<file path="config.mk">
export PLATFORM = sky130hd
export DESIGN_NAME = grid_wall_follower_step
export DESIGN_NICKNAME = d
export VERILOG_FILES = /design/src/rtl/gwf_pkg.sv /design/src/rtl/grid_wall_follower_step.sv /design/src/rtl/gwf_ram.sv /design/src/rtl/gwf_addr_unit.sv
export SDC_FILE = /design/constraint.sdc
export NUM_CORES = 1
export LEC_CHECK = 0
export ABC_AREA = 1
export BUFFER_PORTS_ARGS = -buffer_cell sky130_fd_sc_hd__buf_4
export CAP_MARGIN = 20
export CORE_MARGIN = 2
export CORE_UTILIZATION = 63
export CTS_CLUSTER_SIZE = 25
export DETAILED_ROUTE_END_ITERATION = 10
export GPL_TIMING_DRIVEN = 1
export PLACE_DENSITY = 0.8
export SETUP_SLACK_MARGIN = 0.02
export SYNTH_ARGS = -nofsm -noshare
export SYNTH_HDL_FRONTEND = slang
export SYNTH_SLANG_ARGS = --single-unit
</file>
<file path="constraint.sdc">
create_clock -name clk -period 7.72 [get_ports clk]
set_input_delay 1.544 -clock clk [delete_from_list [all_inputs] [get_ports clk]]
set_output_delay 1.544 -clock clk [all_outputs]
set_load 0.05 [all_outputs]
</file>
<file path="src/rtl/gwf_pkg.sv">
// ----------------------------------------------------------------------------
// gwf_pkg: shared definitions for the grid wall follower
// Grid size, cell word layout, status codes, operation codes and move
// directions.
// ----------------------------------------------------------------------------
package gwf_pkg;

  localparam int SIDE    = 12;
  localparam int CELLS   = SIDE * SIDE;
  localparam int ADDR_W  = $clog2(CELLS);
  localparam int COORD_W = 4;

  localparam int IN_TDATA_W  = 16;
  localparam int IN_TUSER_W  = 2;
  localparam int OUT_TDATA_W = 16;

  // One grid cell as it sits in the grid memory.
  typedef struct packed {
    logic wall;
    logic visited;
  } cell_t;

  localparam int CELL_W = $bits(cell_t);

  typedef enum logic [1:0] {
    OP_LOAD   = 2'd0,
    OP_START  = 2'd1,
    OP_STEP   = 2'd2,
    OP_UNUSED = 2'd3
  } opcode_t;

  typedef enum logic [2:0] {
    ST_OK          = 3'd0,
    ST_EXIT        = 3'd1,
    ST_ENTRANCE    = 3'd2,
    ST_NO_ENTRY    = 3'd3,
    ST_NOT_STARTED = 3'd4
  } status_t;

  typedef enum logic [2:0] {
    DIR_NONE  = 3'd0,
    DIR_DOWN  = 3'd1,
    DIR_RIGHT = 3'd2,
    DIR_UP    = 3'd3,
    DIR_LEFT  = 3'd4
  } dir_t;

endpackage

</file>
<file path="src/rtl/grid_wall_follower_step.sv">
// ----------------------------------------------------------------------------
// grid_wall_follower_step: right-hand wall follower on a square grid
// A small sequencer drives one shared address unit and one grid memory.
// ----------------------------------------------------------------------------
// Each request passes from IDLE through its working states to DONE: load through
// LOAD, step through STEP and, where needed, ENT1 and ENT2 or NB, and start through
// SCAN (one memory read per column-0 row between the corners) and FOUND.
// s_tready is low while a request is being worked on, and one finished result may
// wait in the output register while the next request is accepted.
// Reset (rst, synchronous): walker at row 0, column 0, heading 0, not started,
// no result pending. The grid memory is not cleared; cells are written by
// load requests.
module grid_wall_follower_step
  import gwf_pkg::*;
(
  input  logic                   clk,
  input  logic                   rst,
  input  logic                   s_tvalid,
  output logic                   s_tready,
  // s_tdata from bit 0 up: cell_row[3:0], cell_col[7:4], is_wall[8], zeros.
  input  logic [IN_TDATA_W-1:0]  s_tdata,
  // s_tuser from bit 0 up: opcode[1:0].
  input  logic [IN_TUSER_W-1:0]  s_tuser,
  output logic                   m_tvalid,
  input  logic                   m_tready,
  // m_tdata from bit 0 up: pos_row[3:0], pos_col[7:4], heading[9:8],
  // moved[10], status[13:11], zeros.
  output logic [OUT_TDATA_W-1:0] m_tdata
);

  // Sequencer states. Each request enters from IDLE and leaves through DONE,
  // which hands the result to the output register.
  typedef enum logic [8:0] {
    S_IDLE  = 9'b000000001,
    S_LOAD  = 9'b000000010,
    S_SCAN  = 9'b000000100,
    S_FOUND = 9'b000001000,
    S_STEP  = 9'b000010000,
    S_ENT1  = 9'b000100000,
    S_ENT2  = 9'b001000000,
    S_NB    = 9'b010000000,
    S_DONE  = 9'b100000000
  } state_t;

  localparam logic [COORD_W-1:0] LAST = COORD_W'(SIDE - 1);

  state_t             state;

  // Walker state.
  logic [COORD_W-1:0] walker_row;
  logic [COORD_W-1:0] walker_col;
  logic [1:0]         walker_heading;
  logic               started;

  // The request being worked on.
  opcode_t            item_op;
  logic [COORD_W-1:0] item_row;
  logic [COORD_W-1:0] item_col;
  logic               item_wall;

  // Entrance scan bookkeeping.
  logic [COORD_W-1:0] scan_row;
  logic               rd_valid;
  logic [COORD_W-1:0] rd_row;
  logic [COORD_W-1:0] found_row;
  logic               found_any;

  // Result fields that are not taken straight from the walker state.
  logic               res_moved;
  status_t            res_status;

  // Shared address unit and grid memory hookup.
  logic [COORD_W-1:0] alu_row;
  logic [COORD_W-1:0] alu_col;
  dir_t               alu_dir;
  logic [COORD_W-1:0] tgt_row;
  logic [COORD_W-1:0] tgt_col;
  logic [ADDR_W-1:0]  ram_addr;
  logic               ram_we;
  cell_t              ram_wcell;
  logic [CELL_W-1:0]  ram_rdata;
  cell_t              rd_cell;

  dir_t               heading_dir;
  logic               on_edge;
  logic               load_ok;

  assign rd_cell  = cell_t'(ram_rdata);
  assign s_tready = (state == S_IDLE);

  // The walker looks below, right, above or left for headings 0 to 3.
  always_comb begin
    case (walker_heading)
      2'd0:    heading_dir = DIR_DOWN;
      2'd1:    heading_dir = DIR_RIGHT;
      2'd2:    heading_dir = DIR_UP;
      default: heading_dir = DIR_LEFT;
    endcase
  end

  assign on_edge = (walker_row == '0) || (walker_row == LAST) ||
                   (walker_col == '0) || (walker_col == LAST);

  assign load_ok = ({1'b0, item_row} < (COORD_W + 1)'(SIDE)) &&
                   ({1'b0, item_col} < (COORD_W + 1)'(SIDE));

  // Operand selection for the shared unit and the memory port.
  always_comb begin
    alu_row   = walker_row;
    alu_col   = walker_col;
    alu_dir   = DIR_NONE;
    ram_we    = 1'b0;
    ram_wcell = '{wall: 1'b0, visited: 1'b1};
    case (state)
      S_LOAD: begin
        alu_row   = item_row;
        alu_col   = item_col;
        ram_we    = (item_op == OP_LOAD) && load_ok;
        ram_wcell = '{wall: item_wall, visited: 1'b0};
      end
      S_SCAN: begin
        alu_row = scan_row;
        alu_col = '0;
      end
      S_FOUND: begin
        // The entrance cell is open, so only the visited mark changes.
        alu_row = found_row;
        alu_col = '0;
        ram_we  = found_any;
      end
      S_STEP: begin
        // Column 0 reads the walker's own cell, elsewhere the neighbor.
        alu_dir = (walker_col == '0) ? DIR_NONE : heading_dir;
      end
      S_ENT1: begin
        alu_dir = DIR_RIGHT;
      end
      S_ENT2: begin
        alu_dir = DIR_RIGHT;
        ram_we  = !rd_cell.wall && !rd_cell.visited;
      end
      S_NB: begin
        alu_dir = heading_dir;
        ram_we  = !rd_cell.wall;
      end
      default: ;
    endcase
  end

  gwf_addr_unit u_addr (
    .base_row (alu_row),
    .base_col (alu_col),
    .dir      (alu_dir),
    .tgt_row  (tgt_row),
    .tgt_col  (tgt_col),
    .addr     (ram_addr)
  );

  gwf_ram #(
    .WIDTH (CELL_W),
    .DEPTH (CELLS)
  ) u_grid (
    .clk   (clk),
    .we    (ram_we),
    .addr  (ram_addr),
    .wdata (ram_wcell),
    .rdata (ram_rdata)
  );

  // Sequencer.
  always_ff @(posedge clk) begin
    if (rst) begin
      state          <= S_IDLE;
      walker_row     <= '0;
      walker_col     <= '0;
      walker_heading <= '0;
      started        <= 1'b0;
      m_tvalid       <= 1'b0;
      rd_valid       <= 1'b0;
    end else begin
      // DONE refills the output register itself when it hands over a result.
      if (m_tvalid && m_tready && (state != S_DONE)) begin
        m_tvalid <= 1'b0;
      end
      case (state)
        S_IDLE: begin
          if (s_tvalid) begin
            item_op    <= opcode_t'(s_tuser[1:0]);
            item_row   <= s_tdata[3:0];
            item_col   <= s_tdata[7:4];
            item_wall  <= s_tdata[8];
            res_moved  <= 1'b0;
            scan_row   <= COORD_W'(1);
            rd_valid   <= 1'b0;
            found_any  <= 1'b0;
            case (opcode_t'(s_tuser[1:0]))
              OP_START: state <= S_SCAN;
              OP_STEP:  state <= S_STEP;
              default:  state <= S_LOAD;
            endcase
          end
        end
        S_LOAD: begin
          res_status <= started ? ST_OK : ST_NOT_STARTED;
          state      <= S_DONE;
        end
        S_SCAN: begin
          // Reads are issued one row a cycle; each result lands in the cycle after its read.
          if (rd_valid && !rd_cell.wall) begin
            found_row <= rd_row;
            found_any <= 1'b1;
          end
          if (scan_row != LAST) begin
            rd_valid <= 1'b1;
            rd_row   <= scan_row;
            scan_row <= scan_row + COORD_W'(1);
          end else begin
            rd_valid <= 1'b0;
            if (rd_valid) begin
              state <= S_FOUND;
            end
          end
        end
        S_FOUND: begin
          if (found_any) begin
            walker_row     <= found_row;
            walker_col     <= '0;
            walker_heading <= '0;
            started        <= 1'b1;
            res_status     <= ST_OK;
          end else begin
            started    <= 1'b0;
            res_status <= ST_NO_ENTRY;
          end
          state <= S_DONE;
        end
        S_STEP: begin
          if (!started) begin
            res_status <= ST_NOT_STARTED;
            state      <= S_DONE;
          end else if (walker_col == '0) begin
            state <= S_ENT1;
          end else if (on_edge) begin
            res_status <= ST_EXIT;
            state      <= S_DONE;
          end else begin
            state <= S_NB;
          end
        end
        S_ENT1: begin
          // A column-0 cell that was never entered counts as an exit.
          if (rd_cell.visited) begin
            state <= S_ENT2;
          end else begin
            res_status <= ST_EXIT;
            state      <= S_DONE;
          end
        end
        S_ENT2: begin
          if (!rd_cell.wall && !rd_cell.visited) begin
            walker_col <= tgt_col;
            res_moved  <= 1'b1;
            res_status <= ST_OK;
          end else begin
            res_status <= ST_ENTRANCE;
          end
          state <= S_DONE;
        end
        S_NB: begin
          if (!rd_cell.wall) begin
            walker_row     <= tgt_row;
            walker_col     <= tgt_col;
            // Entering below, right, above or left sets heading 3, 0, 1 or 2.
            walker_heading <= walker_heading - 2'd1;
            res_moved      <= 1'b1;
          end else begin
            walker_heading <= walker_heading + 2'd1;
          end
          res_status <= ST_OK;
          state      <= S_DONE;
        end
        S_DONE: begin
          // Wait here only while an earlier result is still not taken.
          if (!m_tvalid || m_tready) begin
            m_tvalid <= 1'b1;
            m_tdata  <= {2'b00, res_status, res_moved, walker_heading,
                         walker_col, walker_row};
            state    <= S_IDLE;
          end
        end
        default: state <= S_IDLE;
      endcase
    end
  end

endmodule

</file>
<file path="src/rtl/gwf_ram.sv">
// ----------------------------------------------------------------------------
// gwf_ram: generic single-port RAM
// One access per cycle; the read data is registered, the old word on a write.
// ----------------------------------------------------------------------------
module gwf_ram #(
  parameter int WIDTH = 2,
  parameter int DEPTH = 144
) (
  input  logic                     clk,
  input  logic                     we,
  input  logic [$clog2(DEPTH)-1:0] addr,
  input  logic [WIDTH-1:0]         wdata,
  output logic [WIDTH-1:0]         rdata
);

  logic [WIDTH-1:0] mem [DEPTH];

  always_ff @(posedge clk) begin
    if (we) begin
      mem[addr] <= wdata;
    end
    rdata <= mem[addr];
  end

endmodule

</file>
<file path="src/rtl/gwf_addr_unit.sv">
// ----------------------------------------------------------------------------
// gwf_addr_unit: shared coordinate and address unit
// Offsets a base cell by one move and forms the linear grid address.
// ----------------------------------------------------------------------------
module gwf_addr_unit
  import gwf_pkg::*;
(
  input  logic [COORD_W-1:0] base_row,
  input  logic [COORD_W-1:0] base_col,
  input  dir_t               dir,
  output logic [COORD_W-1:0] tgt_row,
  output logic [COORD_W-1:0] tgt_col,
  output logic [ADDR_W-1:0]  addr
);

  always_comb begin
    tgt_row = base_row;
    tgt_col = base_col;
    case (dir)
      DIR_DOWN:  tgt_row = base_row + COORD_W'(1);
      DIR_RIGHT: tgt_col = base_col + COORD_W'(1);
      DIR_UP:    tgt_row = base_row - COORD_W'(1);
      DIR_LEFT:  tgt_col = base_col - COORD_W'(1);
      default: ;
    endcase
  end

  // Row-major address; the multiply is by a constant.
  assign addr = ADDR_W'(tgt_row) * ADDR_W'(SIDE) + ADDR_W'(tgt_col);

endmodule

</file>
==> flow_summary.json <==
{
  "synth-simple-area-share": 0.281,
  "cts_buffer_depth": 3,
  "synth_compound_area_frac": 0.0250,
  "synth_top_family_by_area": "simple AND/OR/NAND/NOR gates",
  "final_util": 0.695,
  "ctsResizeCount": 0,
  "synth_area_um2": 16400,
  "cp_cell_sequence": "inv_1, nand2_1, nor2_2, nand2_4, inv_2, a22o_1, ha_1, a21o_1, a31oi_1, o21ai_0, xnor2_1, inv_1, fa_1, inv_1, nand2_1, clkinv_1, nand2_1, nand2_1, nor2_1, nor2_1, nor2_1, nand2_1, nand2_1, nand3_1",
  "ir_drop_uv": 203,
  "wl_mm": 39.2,
  "rr_endpoint": "u_grid.rdata[1]$_DFF_P_",
  "yosysUniqueCellTypes": 46,
  "synthFlopType": "edfxtp_1",
  "finalMaxSlewViolations": 0,
  "fin_crit_ns": 5.62,
  "period_share": 0.728,
  "cts_hold_repair.buffers": 0,
  "cp_num_cells": 24,
  "grt_pass1_wl_mm": 61.4,
  "tightest_slew_ns": 1.05,
  "cp-start-kind": "flip-flop",
  "ys_seq_elements": 354,
  "cpMostUsedCell": "nand2_1",
  "core_area_um2": 25800,
  "critPathKind": "flip-flop to flip-flop",
  "status": "completed",
  "cts-root-buf": "clkbuf_16",
  "rrSetupSlack_ns": 2.10,
  "max-cap-violations": 0,
  "maxSlewHeadroom": 0.302,
  "rsz0062_at_grt": "false",
  "hold_class": "flip-flop to flip-flop",
  "cts_tree": "built",
  "synthAdderAreaFrac": 0.0151,
  "first_pass_iters": 6,
  "clock_sinks": 354,
  "drc_errors": 0,
  "finClkSkew_ns": 0.0169,
  "critPathTopFamily": "simple AND/OR/NAND/NOR gates",
  "cellLeakagePower_nw": 7.23,
  "end_kind": "flip-flop",
  "htreeDepth": 2,
  "wire_per_inst_um": 18.3,
  "yosys_warnings": 0,
  "ys_seq_area_frac": 0.633,
  "fin_nets": 1821,
  "pin_count": 40,
  "die_x_um": 165,
  "crit_arrival_ns": 6.03,
  "grt_usage": 0.297,
  "synth_edf_count": 330,
  "syn2layout_area_growth_pct": 9.42,
  "critPathMaxFanout": 72,
  "path_clk_slew_ns": 0.07,
  "hold_violations": 0,
  "crit_end": "u_grid.rdata[1]$_DFF_P_",
  "vias": 12400,
  "worstPathRequired_ns": 8.14,
  "r2r_start": "state[8]$_SDFFE_PP0P_",
  "dp_hpwl_mm": 24.1,
  "synth-xor-area-share": 0.00267,
  "die_y_um": 165,
  "cts_made_buffers": 37,
  "synthCells": 1767,
  "syn_avg_cell_area_um2": 9.29,
  "diodes": 0,
  "drt_iter0_drc": 1370,
  "reg2reg_depth": 24,
  "synthMuxAreaShare": 0,
  "critical_path_buf_inv_count": 5,
  "antenna_found_initial": 0,
  "grt_max_degree": 106,
  "p_per_area_nw_per_um2": 256,
  "drive_gt1_frac": 0.0719,
  "worstSetupStartpoint": "state[8]$_SDFFE_PP0P_",
  "viasPerCell": 5.78,
  "cts_setup_buffers": 0,
  "setup_tns_ns": 0,
  "globalplace.congestion": 0.921,
  "row_count": 59,
  "start_util": 0.635,
  "antenna_left": 0,
  "dieArea_um2": 27400,
  "slowest_stage": "fa_1",
  "async_reset_ff_frac": 0,
  "max_stage_delay_ns": 0.58,
  "fmax_ghz": 0.178,
  "grt_pass1_vias": 11900,
  "clk_latency_ns": 0.53,
  "io_buffers": 30,
  "overflow": 0,
  "finalSetupViolCount": 0
}
where the power goes:
group / internal [mW] / total (mW) / leakage, nW / switching, mW
Combinational: 0.196 / 0.796 / 3.59 / 0.601
Clock: 0.925 / 1.63 / 0.531 / 0.701
Sequential: 2.15 / 2.18 / 3.10 / 0.0277
per-stage QoR:
step | std cells | power [mW] | area [um2] | hold slack (ns) | worst slack (ns)
final | 2144 | 4.60 | 18000 | 0.418 | 2.10
after global routing | 2144 | 4.77 | 18000 | 0.431 | 1.63
after CTS | 2143 | 4.60 | 17900 | 0.421 | 2.21
after detailed placement | 2076 | 2.99 | 16800 | 0.408 | 2.24
after global placement | 2076 | 2.98 | 16800 | 0.401 | 2.42
after floorplan | 1768 | 2.75 | 16400 | 0.400 | 1.69
cell usage after synthesis, drive strengths merged (2+ instances only):
cell    number  area (um2)
fa           3        60.1
xor2         2        17.5
inv         93         349
o21a         2        15.0
a22oi       12        90.1
a31oi        2        12.5
nor2       244         960
a21oi       19        95.1
o21ai       17        85.1
ha          15         188
clkbuf      32         120
dfxtp       24         480
nand2      802        3070
nand3       89         455
a221oi       4        35.0
buf         37         216
xnor2        3        26.3
edfxtp     330        9910
nor3        11        55.1
clkinv       3        11.3
nand4        9        56.3
cell type report:
cell class / count / area, um2
sequential: 354 / 10400
fill: 1923 / 7880
multi-input combinational: 1249 / 5370
clock buffer: 51 / 1020
tap: 335 / 419
inverter: 96 / 360
timing repair buffer: 43 / 327
clock inverter: 16 / 73.8
metal layers:
layer | vias up | GRT usage | part of all wire
met5 | - | 0 | 0
met4 | 0 | 0.108 | 0.027
met3 | 98 | 0.0557 | 0.11
met2 | 615 | 0.478 | 0.47
met1 | 5889 | 0.410 | 0.40
li1 | 5788 | - | -
logic make-up after synthesis:
family          Yosys count
flops                   354
other cells               1
compound gates           65
xor+xnor                  5
buf+inv                 165
simple gates           1159
fa+ha+maj                18
flip-flops by register name, summed over array words and instances (netlist names):
| register | flops |
|---|---|
| found_any | 1 |
| found_row | 4 |
| item_col | 4 |
| item_op | 2 |
| item_row | 4 |
| item_wall | 1 |
| m_tdata | 14 |
| m_tvalid | 1 |
| rd_row | 4 |
| rd_valid | 1 |
| res_moved | 1 |
| res_status | 3 |
| scan_row | 4 |
| started | 1 |
| state | 9 |
| u_grid.mem | 288 |
| u_grid.rdata | 2 |
| walker_col | 4 |
| walker_heading | 2 |
| walker_row | 4 |
how the worst min path moves through the flow:
stage                                 start  slack (ns)  cells after the start                endpoint
floorplan               rd_row[0]$_DFFE_PP_        0.40                      0  found_row[0]$_DFFE_PP_
global placement    res_status[0]$_DFFE_PP_        0.40                      0   m_tdata[11]$_DFFE_PP_
detailed placement      rd_row[1]$_DFFE_PP_        0.41                      0  found_row[1]$_DFFE_PP_
CTS                     rd_row[1]$_DFFE_PP_        0.42                      0  found_row[1]$_DFFE_PP_
global route            res_moved$_DFFE_PP_        0.43                      0   m_tdata[10]$_DFFE_PP_
finish                  rd_row[1]$_DFFE_PP_        0.42                      0  found_row[1]$_DFFE_PP_
layout by cell type (no fill, tap or decap), types with 11 or more instances in the layout:
cell       netlist  layout
a22oi_1         12      12
dfxtp_1         24      24
nor2_1         236     235
ha_1            15      15
nand3_1         87      86
nand2_1        782     782
o21ai_0         11      11
clkbuf_16        0      39
clkbuf_1        32      12
edfxtp_1       330     330
a21oi_1         19      19
nand2_2         19      17
clkinv_1         3      13
inv_1           87      87
buf_4            3      42
Power figures use the tool's default switching activity.
